===== src/sv/source_line_classifier_defines.svh =====
// assertion macros for the source line classifier
// expects aclk and aresetn in the scope where a macro is used
`ifndef SOURCE_LINE_CLASSIFIER_DEFINES_SVH
`define SOURCE_LINE_CLASSIFIER_DEFINES_SVH

// same-cycle implication
`define SLC_ASSERT_NOW(label, ante, cons, msg) \
    label: assert property (@(posedge aclk) disable iff (!aresetn) (ante) |-> (cons)) \
        else $error(msg);

// next-cycle implication
`define SLC_ASSERT_NEXT(label, ante, cons, msg) \
    label: assert property (@(posedge aclk) disable iff (!aresetn) (ante) |=> (cons)) \
        else $error(msg);

`endif


===== src/sv/slc_pkg.sv =====
// shared types, constants and helper functions of the source line classifier
// no dependencies
package slc_pkg;

    localparam int MAX_DELIMITER_DEF = 6;
    localparam int COUNT_BITS_DEF    = 32;

    localparam int PAT_BYTES   = 6;
    localparam int PAT_W       = 8 * PAT_BYTES;
    localparam int LEN_W       = 3;
    localparam int SKIP_W      = 3;
    localparam int OUT_W       = 32;
    localparam int CFG_INDEX_W = 3;

    // configuration register indexes
    localparam logic [CFG_INDEX_W-1:0] REG_BLOCK_OPEN_PATTERN   = 3'd0;
    localparam logic [CFG_INDEX_W-1:0] REG_BLOCK_OPEN_LENGTH    = 3'd1;
    localparam logic [CFG_INDEX_W-1:0] REG_BLOCK_CLOSE_PATTERN  = 3'd2;
    localparam logic [CFG_INDEX_W-1:0] REG_BLOCK_CLOSE_LENGTH   = 3'd3;
    localparam logic [CFG_INDEX_W-1:0] REG_LINE_COMMENT_PATTERN = 3'd4;
    localparam logic [CFG_INDEX_W-1:0] REG_LINE_COMMENT_LENGTH  = 3'd5;

    // scanner modes
    localparam logic [1:0] MODE_NORMAL = 2'd0;
    localparam logic [1:0] MODE_STRING = 2'd1;
    localparam logic [1:0] MODE_LINE   = 2'd2;
    localparam logic [1:0] MODE_BLOCK  = 2'd3;

    // character codes
    localparam logic [7:0] CHAR_QUOTE     = 8'h22;
    localparam logic [7:0] CHAR_BACKSLASH = 8'h5c;
    localparam logic [7:0] CHAR_NEWLINE   = 8'h0a;
    localparam logic [7:0] CHAR_SLASH     = 8'h2f;
    localparam logic [7:0] CHAR_SPACE     = 8'h20;
    localparam logic [7:0] CHAR_TAB       = 8'h09;
    localparam logic [7:0] CHAR_VTAB      = 8'h0b;
    localparam logic [7:0] CHAR_FORMFEED  = 8'h0c;
    localparam logic [7:0] CHAR_RETURN    = 8'h0d;

    typedef struct packed {
        logic [7:0] text_byte;
        logic       final_byte;
    } in_item_t;

    typedef struct packed {
        logic [OUT_W-1:0] code_lines;
        logic [OUT_W-1:0] comment_lines;
        logic [OUT_W-1:0] blank_lines;
    } out_item_t;

    typedef struct packed {
        logic [PAT_W-1:0] block_open_pattern;
        logic [LEN_W-1:0] block_open_length;
        logic [PAT_W-1:0] block_close_pattern;
        logic [LEN_W-1:0] block_close_length;
        logic [PAT_W-1:0] line_comment_pattern;
        logic [LEN_W-1:0] line_comment_length;
    } cfg_t;

    typedef struct packed {
        logic [1:0]        mode;
        logic              has_code;
        logic              has_comment;
        logic              seen;
        logic [SKIP_W-1:0] skip;
        logic [7:0]        prev;
    } scan_state_t;

    typedef struct packed {
        logic code;
        logic comment;
        logic blank;
    } bump_t;

    localparam cfg_t CFG_RESET = '{
        block_open_pattern:   48'd10799,
        block_open_length:    3'd2,
        block_close_pattern:  48'd12074,
        block_close_length:   3'd2,
        line_comment_pattern: 48'd12079,
        line_comment_length:  3'd2
    };

    localparam scan_state_t SCAN_RESET = '{
        mode:        MODE_NORMAL,
        has_code:    1'b0,
        has_comment: 1'b0,
        seen:        1'b0,
        skip:        3'd0,
        prev:        8'd0
    };

    function automatic logic is_space(input logic [7:0] c);
        return (c == CHAR_SPACE) || (c == CHAR_TAB) || (c == CHAR_NEWLINE) ||
               (c == CHAR_VTAB) || (c == CHAR_FORMFEED) || (c == CHAR_RETURN);
    endfunction

    // which total a finished line goes to
    function automatic bump_t line_bump(input scan_state_t st);
        bump_t b;
        b = '0;
        if (st.seen) begin
            if (st.has_code) begin
                b.code = 1'b1;
            end else if (st.has_comment) begin
                b.comment = 1'b1;
            end else begin
                b.blank = 1'b1;
            end
        end
        return b;
    endfunction

endpackage


===== src/sv/slc_head_step.sv =====
// examines or skips the head byte of the lookahead window
// depends on slc_pkg
module slc_head_step
    import slc_pkg::*;
#(
    parameter int MAX_DELIMITER = MAX_DELIMITER_DEF
) (
    input  logic [MAX_DELIMITER-1:0][7:0]          window,
    input  logic [$clog2(MAX_DELIMITER+1)-1:0]     avail,
    input  cfg_t                                   cfg,
    input  scan_state_t                            cur,
    output scan_state_t                            nxt,
    output bump_t                                  bump
);

    localparam int AVAIL_W   = $clog2(MAX_DELIMITER + 1);
    localparam int CMP_BYTES = (MAX_DELIMITER < PAT_BYTES) ? MAX_DELIMITER : PAT_BYTES;

    function automatic logic delim_match(
        input logic [PAT_W-1:0]              pat,
        input logic [LEN_W-1:0]              len,
        input logic [MAX_DELIMITER-1:0][7:0] win,
        input logic [AVAIL_W-1:0]            av
    );
        logic hit;
        hit = (len != '0) && (int'(len) <= PAT_BYTES) && (int'(len) <= MAX_DELIMITER) &&
              (int'(len) <= int'(av));
        for (int k = 0; k < CMP_BYTES; k++) begin
            if ((k < int'(len)) && (win[k] != pat[8*k +: 8])) begin
                hit = 1'b0;
            end
        end
        return hit;
    endfunction

    logic       open_hit;
    logic       line_hit;
    logic       close_hit;
    logic [7:0] c;

    assign open_hit  = delim_match(cfg.block_open_pattern, cfg.block_open_length, window, avail);
    assign line_hit  = delim_match(cfg.line_comment_pattern, cfg.line_comment_length,
                                   window, avail);
    assign close_hit = delim_match(cfg.block_close_pattern, cfg.block_close_length,
                                   window, avail);
    assign c = window[0];

    always_comb begin
        nxt  = cur;
        bump = '0;
        if (cur.skip != '0) begin
            nxt.skip = cur.skip - SKIP_W'(1);
        end else begin
            nxt.prev = c;
            nxt.seen = 1'b1;
            case (cur.mode)
                MODE_NORMAL: begin
                    if (open_hit) begin
                        nxt.has_comment = 1'b1;
                        nxt.mode        = MODE_BLOCK;
                        nxt.skip        = SKIP_W'(cfg.block_open_length - LEN_W'(1));
                    end else if (line_hit) begin
                        nxt.has_comment = 1'b1;
                        nxt.mode        = MODE_LINE;
                        nxt.skip        = SKIP_W'(cfg.line_comment_length - LEN_W'(1));
                    end else if (c == CHAR_QUOTE) begin
                        nxt.has_code = 1'b1;
                        nxt.mode     = MODE_STRING;
                    end else if (c == CHAR_NEWLINE) begin
                        bump            = line_bump(cur);
                        nxt.has_code    = 1'b0;
                        nxt.has_comment = 1'b0;
                    end else if (!is_space(c) && (c != CHAR_SLASH)) begin
                        nxt.has_code = 1'b1;
                    end
                end
                MODE_STRING: begin
                    if ((c == CHAR_QUOTE) && (cur.prev != CHAR_BACKSLASH)) begin
                        nxt.mode = MODE_NORMAL;
                    end else if (c == CHAR_NEWLINE) begin
                        bump            = line_bump(cur);
                        nxt.has_comment = 1'b0;
                        nxt.has_code    = 1'b1;
                    end
                end
                MODE_LINE: begin
                    if (c == CHAR_NEWLINE) begin
                        bump            = line_bump(cur);
                        nxt.has_code    = 1'b0;
                        nxt.has_comment = 1'b0;
                        nxt.mode        = MODE_NORMAL;
                    end
                end
                default: begin
                    if (close_hit) begin
                        nxt.mode = MODE_NORMAL;
                        nxt.skip = SKIP_W'(cfg.block_close_length - LEN_W'(1));
                    end else if (c == CHAR_NEWLINE) begin
                        bump            = line_bump(cur);
                        nxt.has_code    = 1'b0;
                        nxt.has_comment = 1'b1;
                    end
                end
            endcase
        end
    end

endmodule


===== src/sv/source_line_classifier.sv =====
// top level of the source line classifier: window, totals, config and result register
// depends on slc_pkg, slc_head_step and source_line_classifier_defines.svh
//
// Takes a source file one byte per cycle while s_ready is high and classifies each line
// as code, comment or blank; on the byte marked final_byte one transaction with the three
// totals is given and the block starts over with a new file, keeping its configuration.
// Bytes wait in a lookahead window of MAX_DELIMITER entries so that delimiters are
// matched in parallel; while no final byte arrives a byte is taken every cycle. After the
// final byte the window drains through the single head-step unit, one byte a cycle,
// and then the totals are formed into the result register; s_ready stays low through
// the drain and while the previous file's result still waits to be taken. The result
// sits in an output register, so a new file may start while the previous result waits
// to be taken.
`include "source_line_classifier_defines.svh"

module source_line_classifier
    import slc_pkg::*;
#(
    parameter int MAX_DELIMITER = MAX_DELIMITER_DEF,
    parameter int COUNT_BITS    = COUNT_BITS_DEF
) (
    input  logic                   aclk,
    input  logic                   aresetn,
    input  logic                   s_valid,
    output logic                   s_ready,
    input  in_item_t               s_data,
    output logic                   m_valid,
    input  logic                   m_ready,
    output out_item_t              m_data,
    input  logic                   cfg_wr_en,
    input  logic [CFG_INDEX_W-1:0] cfg_index,
    input  logic [PAT_W-1:0]       cfg_wr_data
);

    localparam int FILL_W = $clog2(MAX_DELIMITER + 1);

    typedef logic [MAX_DELIMITER-1:0][7:0] window_t;

    cfg_t                  cfg_reg,           cfg_next;
    scan_state_t           scan_reg,          scan_next;
    window_t               win_reg,           win_next;
    logic [FILL_W-1:0]     fill_reg,          fill_next;
    logic                  flush_reg,         flush_next;
    logic [COUNT_BITS-1:0] code_total_reg,    code_total_next;
    logic [COUNT_BITS-1:0] comment_total_reg, comment_total_next;
    logic [COUNT_BITS-1:0] blank_total_reg,   blank_total_next;
    logic                  m_valid_reg,       m_valid_next;
    out_item_t             m_data_reg,        m_data_next;

    window_t               win_app;
    window_t               step_win;
    window_t               win_shift;
    logic [FILL_W-1:0]     step_avail;
    scan_state_t           step_nxt;
    bump_t                 step_bump;
    bump_t                 fin_bump;
    bump_t                 bump_sel;
    logic                  s_fire;
    logic                  finalize;
    logic                  clear;
    logic [COUNT_BITS-1:0] code_inc;
    logic [COUNT_BITS-1:0] comment_inc;
    logic [COUNT_BITS-1:0] blank_inc;
    logic [OUT_W-1:0]      code_out;
    logic [OUT_W-1:0]      comment_out;
    logic [OUT_W-1:0]      blank_out;

    assign s_ready  = !flush_reg;
    assign s_fire   = s_valid && s_ready;
    assign finalize = flush_reg && (fill_reg == '0) && (!m_valid_reg || m_ready);
    assign m_valid  = m_valid_reg;
    assign m_data   = m_data_reg;

    // incoming byte lands behind the bytes already waiting
    always_comb begin
        win_app = win_reg;
        for (int i = 0; i < MAX_DELIMITER; i++) begin
            if (fill_reg == FILL_W'(i)) begin
                win_app[i] = s_data.text_byte;
            end
        end
    end

    assign step_win   = flush_reg ? win_reg : win_app;
    assign step_avail = flush_reg ? fill_reg : FILL_W'(MAX_DELIMITER);

    always_comb begin
        win_shift = step_win;
        for (int i = 0; i < MAX_DELIMITER - 1; i++) begin
            win_shift[i] = step_win[i+1];
        end
    end

    slc_head_step #(
        .MAX_DELIMITER (MAX_DELIMITER)
    ) u_head_step (
        .window (step_win),
        .avail  (step_avail),
        .cfg    (cfg_reg),
        .cur    (scan_reg),
        .nxt    (step_nxt),
        .bump   (step_bump)
    );

    // last line counts unless the last examined byte ended it
    assign fin_bump = (scan_reg.prev != CHAR_NEWLINE) ? line_bump(scan_reg) : bump_t'('0);

    always_comb begin
        scan_next  = scan_reg;
        win_next   = win_reg;
        fill_next  = fill_reg;
        flush_next = flush_reg;
        bump_sel   = '0;
        clear      = 1'b0;
        if (s_fire) begin
            if (s_data.final_byte) begin
                win_next   = win_app;
                fill_next  = fill_reg + FILL_W'(1);
                flush_next = 1'b1;
            end else if (fill_reg == FILL_W'(MAX_DELIMITER - 1)) begin
                scan_next = step_nxt;
                bump_sel  = step_bump;
                win_next  = win_shift;
            end else begin
                win_next  = win_app;
                fill_next = fill_reg + FILL_W'(1);
            end
        end else if (flush_reg && (fill_reg != '0)) begin
            scan_next = step_nxt;
            bump_sel  = step_bump;
            win_next  = win_shift;
            fill_next = fill_reg - FILL_W'(1);
        end else if (finalize) begin
            bump_sel   = fin_bump;
            clear      = 1'b1;
            flush_next = 1'b0;
            scan_next  = SCAN_RESET;
        end
    end

    // saturating totals
    assign code_inc = (bump_sel.code && (code_total_reg != '1)) ?
                      code_total_reg + COUNT_BITS'(1) : code_total_reg;
    assign comment_inc = (bump_sel.comment && (comment_total_reg != '1)) ?
                         comment_total_reg + COUNT_BITS'(1) : comment_total_reg;
    assign blank_inc = (bump_sel.blank && (blank_total_reg != '1)) ?
                       blank_total_reg + COUNT_BITS'(1) : blank_total_reg;

    assign code_total_next    = clear ? '0 : code_inc;
    assign comment_total_next = clear ? '0 : comment_inc;
    assign blank_total_next   = clear ? '0 : blank_inc;

    generate
        if (COUNT_BITS > OUT_W) begin : g_out_sat
            assign code_out    = (|code_inc[COUNT_BITS-1:OUT_W]) ? '1 : code_inc[OUT_W-1:0];
            assign comment_out = (|comment_inc[COUNT_BITS-1:OUT_W]) ? '1 :
                                 comment_inc[OUT_W-1:0];
            assign blank_out   = (|blank_inc[COUNT_BITS-1:OUT_W]) ? '1 : blank_inc[OUT_W-1:0];
        end else begin : g_out_ext
            assign code_out    = OUT_W'(code_inc);
            assign comment_out = OUT_W'(comment_inc);
            assign blank_out   = OUT_W'(blank_inc);
        end
    endgenerate

    always_comb begin
        m_valid_next = m_valid_reg;
        m_data_next  = m_data_reg;
        if (finalize) begin
            m_valid_next              = 1'b1;
            m_data_next.code_lines    = code_out;
            m_data_next.comment_lines = comment_out;
            m_data_next.blank_lines   = blank_out;
        end else if (m_ready) begin
            m_valid_next = 1'b0;
        end
    end

    // configuration writes
    always_comb begin
        cfg_next = cfg_reg;
        if (cfg_wr_en) begin
            case (cfg_index)
                REG_BLOCK_OPEN_PATTERN:   cfg_next.block_open_pattern   = cfg_wr_data;
                REG_BLOCK_OPEN_LENGTH:    cfg_next.block_open_length    = cfg_wr_data[LEN_W-1:0];
                REG_BLOCK_CLOSE_PATTERN:  cfg_next.block_close_pattern  = cfg_wr_data;
                REG_BLOCK_CLOSE_LENGTH:   cfg_next.block_close_length   = cfg_wr_data[LEN_W-1:0];
                REG_LINE_COMMENT_PATTERN: cfg_next.line_comment_pattern = cfg_wr_data;
                REG_LINE_COMMENT_LENGTH:  cfg_next.line_comment_length  = cfg_wr_data[LEN_W-1:0];
                default: begin
                end
            endcase
        end
    end

    always_ff @(posedge aclk) begin
        if (!aresetn) begin
            cfg_reg           <= CFG_RESET;
            scan_reg          <= SCAN_RESET;
            fill_reg          <= '0;
            flush_reg         <= 1'b0;
            code_total_reg    <= '0;
            comment_total_reg <= '0;
            blank_total_reg   <= '0;
            m_valid_reg       <= 1'b0;
        end else begin
            cfg_reg           <= cfg_next;
            scan_reg          <= scan_next;
            fill_reg          <= fill_next;
            flush_reg         <= flush_next;
            code_total_reg    <= code_total_next;
            comment_total_reg <= comment_total_next;
            blank_total_reg   <= blank_total_next;
            m_valid_reg       <= m_valid_next;
        end
    end

    always_ff @(posedge aclk) begin
        win_reg    <= win_next;
        m_data_reg <= m_data_next;
    end

    `SLC_ASSERT_NEXT(a_final_starts_drain, s_fire && s_data.final_byte, flush_reg, "final byte did not start drain")
    `SLC_ASSERT_NOW(a_fill_bound, !flush_reg, fill_reg <= FILL_W'(MAX_DELIMITER - 1), "window overfilled while streaming")
    `SLC_ASSERT_NOW(a_result_from_drain, $rose(m_valid_reg), $past(flush_reg) && !flush_reg, "result without drain")
    `SLC_ASSERT_NOW(a_string_no_skip, scan_reg.mode == MODE_STRING, scan_reg.skip == '0, "skip pending in string mode")

endmodule


===== config.mk =====
export PLATFORM = sky130hd
export DESIGN_NAME = source_line_classifier
export DESIGN_NICKNAME = d
export VERILOG_FILES = /design/src/sv/slc_pkg.sv /design/src/sv/slc_head_step.sv /design/src/sv/source_line_classifier.sv
export VERILOG_INCLUDE_DIRS = /design/src /design/src/sv
export SDC_FILE = /design/constraint.sdc
export NUM_CORES = 1
export LEC_CHECK = 0
export BUFFER_PORTS_ARGS = -buffer_cell sky130_fd_sc_hd__buf_2
export CAP_MARGIN = 40
export CORE_MARGIN = 4
export CORE_UTILIZATION = 65
export DETAILED_ROUTE_END_ITERATION = 8
export PLACE_DENSITY_LB_ADDON = 0.15
export SLEW_MARGIN = 20
export SYNTH_ARGS = -nofsm -noshare
export SYNTH_HDL_FRONTEND = slang
export SYNTH_SLANG_ARGS = --single-unit

===== constraint.sdc =====
create_clock -name aclk -period 11.4 [get_ports aclk]
set_clock_uncertainty 0.15 [all_clocks]
set_input_delay 1.14 -clock aclk [delete_from_list [all_inputs] [get_ports aclk]]
set_output_delay 1.14 -clock aclk [all_outputs]
set_load 0.02 [all_outputs]

==> qor.yml <==
leakage_nw: 9.673
coreArea_um2: 32870
dieHeight_um: 191.5
via_count: 19210
critPathLaunchType: "flop"
initialDrtViolationCount: 2087
ys_seq_area_share_pct: 44.47
drc_errors: 0
yosys_most_used_dff: "dfxtp_1"
p_comb_share_pct: 16.4
power.internal_mw: 2.667
synth_edf_count: 144
fin_tns_setup_ps: 0
ant_nets: 0
n_fill_cell: 2540
avgViaCountPerCell: 6.244
holdBufCountCts: 0
grt.total_usage_pct: 31.85
grt_pass1_wl_um: 95270
tritoncts: "yes"
pwr-share-seq_pct: 45.9
yosys_register_bits: 414
p_per_area_nw_per_um2: 153.5
nets: 2696
path_clk_slew_ps: 60
finalSetupViolCount: 0
grt_max_degree: 82
clock_path_buffers: 3
grt_overflow: 0
clock-sinks: 414
rsz0062_at_grt: "false"
max_freq_ghz: 0.1788
wl_um: 60050
cp_data_required_time_ps: 11540
yosysUniqueCellTypes: 86
cts_resized: 0
synthArstFlopShare_pct: 0
die_w_um: 191.5
area_delta_synth_final_pct: 11.50
timing.final.crit_period_ps: 5592
arrival_ps: 5730
fin_crit_sh_pct: 49.05
wl_per_cell_um: 19.52
ios: 163
p_switching_mw: 1.078
drtPass1Iterations: 7
irDropWorstVdd_v: 0.0001409
dp_hpwl_um: 41210
layout_commonest_cell: "nand2_1"
ys_top_cells_by_area: "dfxtp_1 (25%), edfxtp_1 (20%), nand2_1 (8.3%)"
final_max_slew_viol_count: 0
path_class: "flop to flop"
grt_pass1_vias: 18120
antenna_found_initial: 0
postCtsSetupBuffers: 0
h-tree-depth: 2
worstMarginPinSlew_ps: 892.7
power_switching_share_pct: 28.78
rows: 66
clk_latency_ps: 550
synth_cells: 2509
final_cell_mix: "nand2_1 (483), dfxtp_1 (270), a21oi_1 (188)"
cp_max_fo: 40
synth_top_area_share_pct: 24.70
drive_above_1_share_pct: 11.04
synth_top_cell_by_area: "dfxtp_1"
hold_viol: 0
clockRootBuffer: "clkbuf_16"
yosysWarnings: 0
status: "complete, no violations"
synth_area_per_cell_um2: 8.720
dieArea_um2: 36660
largest_reg_flops: 153
portBuffers: 162
n_antenna_cell: 0
gp_congestion: 0.9966
cp-end-kind: "flop"
syn-num-nets: 2605
drv_cap: 0
r2r_slack_ps: 5810
clockPowerShare_pct: 37.7
max_slew_margin_pct: 40.34
initial_utilization_pct: 66.57
hold_path.class: "flop to flop"
cts_made_buffers: 44
power_mw: 3.746
syn_area_um2: 21880
## critical path, cell delays in order, from the launching register on
cell and delay, ps:
dfxtp_1 680, inv_1 270, ha_1 320, nand2b_1 620
mux2i_1 390, xor2_1 180, nand4_1 190, o31a_1 380
nor4_1 310, nand3_1 350, and2_1 280, o221a_2 290
o21bai_2 110, buf_4 400, mux2_1 380
## per-stage QoR
| step | cells | worst slack, ps | util (%) | hold slack [ps] | instance area [um^2] |
|---|---|---|---|---|---|
| floorplan | 2509 | 6517 | - | 284.7 | 21880 |
| global placement | 2983 | 5669 | 69.26 | 291.8 | 22760 |
| detailed placement | 2990 | 5607 | 69.62 | 306.6 | 22880 |
| CTS | 3071 | 5952 | 73.97 | 315.1 | 24310 |
| global route | 3077 | 5529 | 74.23 | 339.0 | 24400 |
| finish | 3077 | 5808 | 74.23 | 315.2 | 24400 |
## synth_stat cells (5+ instances only)
master and count:
o21ai_0 51, a2111oi_0 8, buf_1 15, a21oi_1 188, or4_1 14, nor2_1 178, dfxtp_1 270, inv_1 100
xor2_1 105, o211ai_1 11, a221oi_1 9, o22ai_1 53, nor3b_1 5, nor4_1 20, o2111ai_1 8, nor3_1 42
clkbuf_1 101, and2_1 24, nand2_1 483, or3_1 61, a22oi_1 9, buf_2 19, nand4_1 31, nand3_2 6
o221ai_1 14, a211oi_1 22, and3_1 25, ha_1 31, nand2b_1 10, nor2b_1 18, a311oi_1 5, a222oi_1 11
o21ai_1 13, edfxtp_1 144, mux2i_1 108, xnor2_1 104, buf_4 6, nand3_1 84, a31oi_1 13
## per-layer routing
metal,up-vias,track usage [%],part of all wire [%]
met5,-,0,0
li1,9008,-,-
met3,173,4.419,9.0
met1,9076,42.81,40
met2,956,53.14,47
met4,0,11.02,3.7
## cell type report
cell class	count	area, um^2	area share, %
Multi-Input combinational cell	1847	11170	45.77
Inverter	103	394.1	1.616
Tap cell	442	553.0	2.267
Clock buffer	61	1259	5.160
Clock inverter	20	170.2	0.6975
Sequential cell	414	9729	39.88
Timing Repair Buffer	190	1125	4.611
## power groups by stage
stage | clock network [mW] | registers, mW | logic [mW]
finish | 1.41 | 1.72 | 0.616
global route | 1.49 | 1.72 | 0.674
CTS | 1.42 | 1.71 | 0.601
detailed placement | 0 | 1.74 | 0.597
global placement | 0 | 1.74 | 0.577
floorplan | 0 | 1.72 | 0.445
## logic make-up after synthesis
logic type,count (synthesis),share of synthesized area [%]
xor+xnor,209,8.366
mux,114,5.381
compound gates,465,13.65
buf+inv,248,4.603
flops,414,44.47
fa+ha+maj,31,1.773
simple gates,1028,21.76
## worst paths after layout
path,from,end,cells after the start
worst max register to register,fill_reg[2],m_data[33],14
worst min register to register,cfg_reg[152],cfg_reg[152],2
worst min-delay path,cfg_reg[152],cfg_reg[152],2
worst max-delay path,fill_reg[2],m_data[33],14
Power figures use the tool's default switching activity.
